## src/rtl/core/slpst_ram.sv

```systemverilog
`timescale 1ns / 1ps

module slpst_ram #(
	parameter int WIDTH = 8,
	parameter int DEPTH = 16,
	localparam int AW = (DEPTH > 1) ? $clog2(DEPTH) : 1
) (
	input  logic             clk,
	input  logic             we,
	input  logic [AW-1:0]    addr,
	input  logic [WIDTH-1:0] wdata,
	output logic [WIDTH-1:0] rdata
);

	logic [WIDTH-1:0] mem_q [DEPTH];
	logic [WIDTH-1:0] rdata_q;

	always_ff @(posedge clk) begin
		if (we) begin
			mem_q[addr] <= wdata;
		end
		rdata_q <= mem_q[addr];
	end

	assign rdata = rdata_q;

endmodule

```

## config.mk

```make
export PLATFORM = sky130hd
export DESIGN_NAME = slpst_ram
export DESIGN_NICKNAME = d
export VERILOG_FILES = /design/src/rtl/core/slpst_ram.sv
export SDC_FILE = /design/constraint.sdc
export NUM_CORES = 1
export LEC_CHECK = 0
export BUFFER_PORTS_ARGS = -buffer_cell sky130_fd_sc_hd__clkbuf_2
export CAP_MARGIN = 20
export CELL_PAD_IN_SITES_DETAIL_PLACEMENT = 1
export CELL_PAD_IN_SITES_GLOBAL_PLACEMENT = 2
export CORE_MARGIN = 3
export CORE_UTILIZATION = 25
export DETAILED_ROUTE_END_ITERATION = 6
export HOLD_SLACK_MARGIN = 0.15
export PLACE_DENSITY_LB_ADDON = 0.1
export SLEW_MARGIN = 10
export SYNTH_ARGS = -nofsm -noshare
export SYNTH_HDL_FRONTEND = slang
export SYNTH_SLANG_ARGS = --single-unit
export TNS_END_PERCENT = 5
```

## constraint.sdc

```tcl
create_clock -name clk -period 1.4 [get_ports clk]
set_input_delay 0 -clock clk [delete_from_list [all_inputs] [get_ports clk]]
set_output_delay 0 -clock clk [all_outputs]
set_load 0.02 [all_outputs]
```

==> results.txt <==
Routability Congestion: 0.6409
Max cap viols: 0
FILL cells: 1972
Synthesized flop and latch total: 136
Avg WL per Cell: 20.75 um
Nets: 318
Slew HR: 0.4885
Critical path cell sequence: mux4_2 -> a22oi_1 -> nand2_1
PD cells: 1405 nW/um^2
Max H-tree Level: 4
Die Width: 148.4 um
Area of the die: 22010 sq um
Global-route wire length before repair: 18.27 mm
Drc violations: 0
CTS root buf: clkbuf_16
Slowest CP cell: mux4_2
Status: finished, final reports clean
Antenna viol nets, final: 0
Sequential fraction of the synthesis area: 0.7901
Post-DP HPWL: 8.011 mm
Peak supply drop: 0.5711 mV
Switch Pwr: 1.870 mW
Clock Power Share: 0.428
TritonCTS clock tree: done
Switching share of power: 0.2090
Starting Density: 0.2570
Count of different cell masters after synthesis: 18
Pins Over Slew Limit: 0
Clk buf depth: 2
Via density: 4.211
Port Buffers: 21
Min-Delay Path Class: input port to flip-flop
Dpl cells: 542
Starting DRT DRC Count: 199
Tmin final: 1.307 ns
Sequential power share: 0.512
Yosys warns: 0
Area Overhead vs Synth: 25.65%
Post-synthesis instance total: 230
Rows: 51
CP max stage delay: 0.48 ns
Clock latency on the worst-skew pair: 0.41 ns
Delay-heaviest family, CP: multiplexers
Antenna Cells: 0
Syn avg cell area: 22.03 sq um
R2R depth: 3
Vias in the first global route: 2765
Fmax: 0.7652 GHz
Worst path arrival time: 1.59 ns
CTS clk-pin slew, worst paths: 0.05 ns
Post-CTS Repair Setup Buffers: 0
Syn Nets: 244
Setup CP Type: flip-flop to flip-flop
Vias: 2451
Worst path depth: 3
Global route total overflow: 0
Mapped cell area: 5067 sq um
Fin. Hold Viols: 0
Fraction of layout cells with a size suffix above 1: 0.3785
Non-filler instance count after layout: 582
Die Ht: 148.4 um
Largest net degree at the start of global routing: 27
Type of origin of the critical path: flip-flop
Crit path required time: 1.69 ns
Hold Path Stages: 4
Most frequent cells in the layout: 128 x edfxtp_1, 34 x buf_4, 32 x mux4_2
TritonCTS Sinks: 136
DRT Pass-1 Iters: 4
Final setup vio count: 0
Antenna violations before repair: 0
Pwr Total: 8.947 mW
CP Capture Type: flip-flop
Setup skew after layout: 0.006261 ns
Pleak: 2.109 nW
CP max FO: 1
Tcrit/Tclk final: 0.9335
Core area: 19720 sq um
IO Pins: 22
CP Buf/Inv Count: 0
Leading cell type in the layout, fill and taps excluded: edfxtp_1
RSZ-0062 raised after global routing: false
Least-Margin Pin Slew: 0.7657 ns
WL final: 12.08 mm
Comb power frac: 0.060
CTS Buf Count: 17
Internal power: 7.078 mW
Total GRT Usage: 0.1185
[cell families after synthesis]
group | synth area share
AOI/OAI and AO/OA | 0.02370
and+or+nand+nor | 0.03210
muxes | 0.1422
DFF | 0.7901
buffers and inverters | 0.01185
[Yosys cell counts]
library cell  number  share of area
mux4_2            32           0.14
clkbuf_1           2         0.0015
buf_6              2         0.0044
buf_2              2         0.0020
nand3_1            1        0.00099
nor2_1            13         0.0096
nor3_1             4         0.0040
a22oi_1           16          0.024
edfxtp_1         128           0.76
nand2b_1           2         0.0025
buf_1              4         0.0030
nor2b_1            2         0.0025
dfxtp_1            8          0.032
or3b_2             1         0.0017
nand2_1            9         0.0067
nand3b_1           2         0.0030
and2_1             1         0.0012
clkbuf_2           1        0.00099
[sequential cells by signal, summed over array words and instances (netlist names)]
register and count:
mem_q 128, rdata 8
[power by group through the flow]
| stage | clock network (mW) | logic [mW] | registers [mW] |
|---|---|---|---|
| after global routing | 4.13 | 0.589 | 4.59 |
| final | 3.83 | 0.535 | 4.58 |
| after detailed placement | 0 | 0.530 | 4.67 |
| after CTS | 3.97 | 0.549 | 4.58 |
| after global placement | 0 | 0.527 | 4.67 |
| after floorplan | 0 | 0.235 | 4.69 |
[routing by layer]
metal / global-route usage / vias up / wire length [um]
met5: 0 / - / 0
met4: 0.04434 / 0 / 166
met3: 0.02834 / 9 / 231
met2: 0.1953 / 31 / 6272
met1: 0.1529 / 1303 / 5407
li1: - / 1108 / -
[final cells by class]
class                           instances  area, sq um  area share
Timing Repair Buffer                   66        500.5     0.07860
Sequential cell                       136         4004      0.6288
Tap cell                              265        331.6     0.05207
Clock inverter                          5        25.02    0.003930
Multi-Input combinational cell         83         1033      0.1623
Clock buffer                           27        473.0     0.07428
[path summary, 6_finish.rpt]
kind	start	endpoint	slack [ns]
worst max-delay path	mem_q[11][7]	rdata[7]	0.09
worst min-delay path	addr[3]	rdata[3]	0.14
worst max register to register	mem_q[11][7]	rdata[7]	0.09
worst min register to register	mem_q[15][0]	rdata[0]	0.69
[stage by stage]
step                  util  hold WS (ns)  area, sq um  TNS, ns  setup WS [ns]
finish              0.3229        0.1441         6367        0        0.09310
global route        0.3229        0.1837         6367        0       0.002996
CTS                 0.3217        0.1882         6342        0       0.007770
detailed placement  0.2923        0.4252         5764  -0.4325        -0.1432
global placement    0.2923        0.4221         5764  -0.6108        -0.1119
floorplan                -       0.09887         5072   -2.255       -0.03811
[worst min-delay path, cell delays in order]
cell and delay (ns):
clkbuf_2 0.12, nor2b_1 0.11, a22oi_2 0.20, nand2_1 0.07
[repair_timing]
| item | 4_1_cts | 5_1_grt |
|---|---|---|
| hold buffers | 8 | 0 |
| gates resized for setup | 0 | 5 |
| endpoints found under the hold margin | 128 | 0 |
| endpoints found under the setup margin | 0 | 5 |
Note: power is estimated with default switching activity, not from simulation.
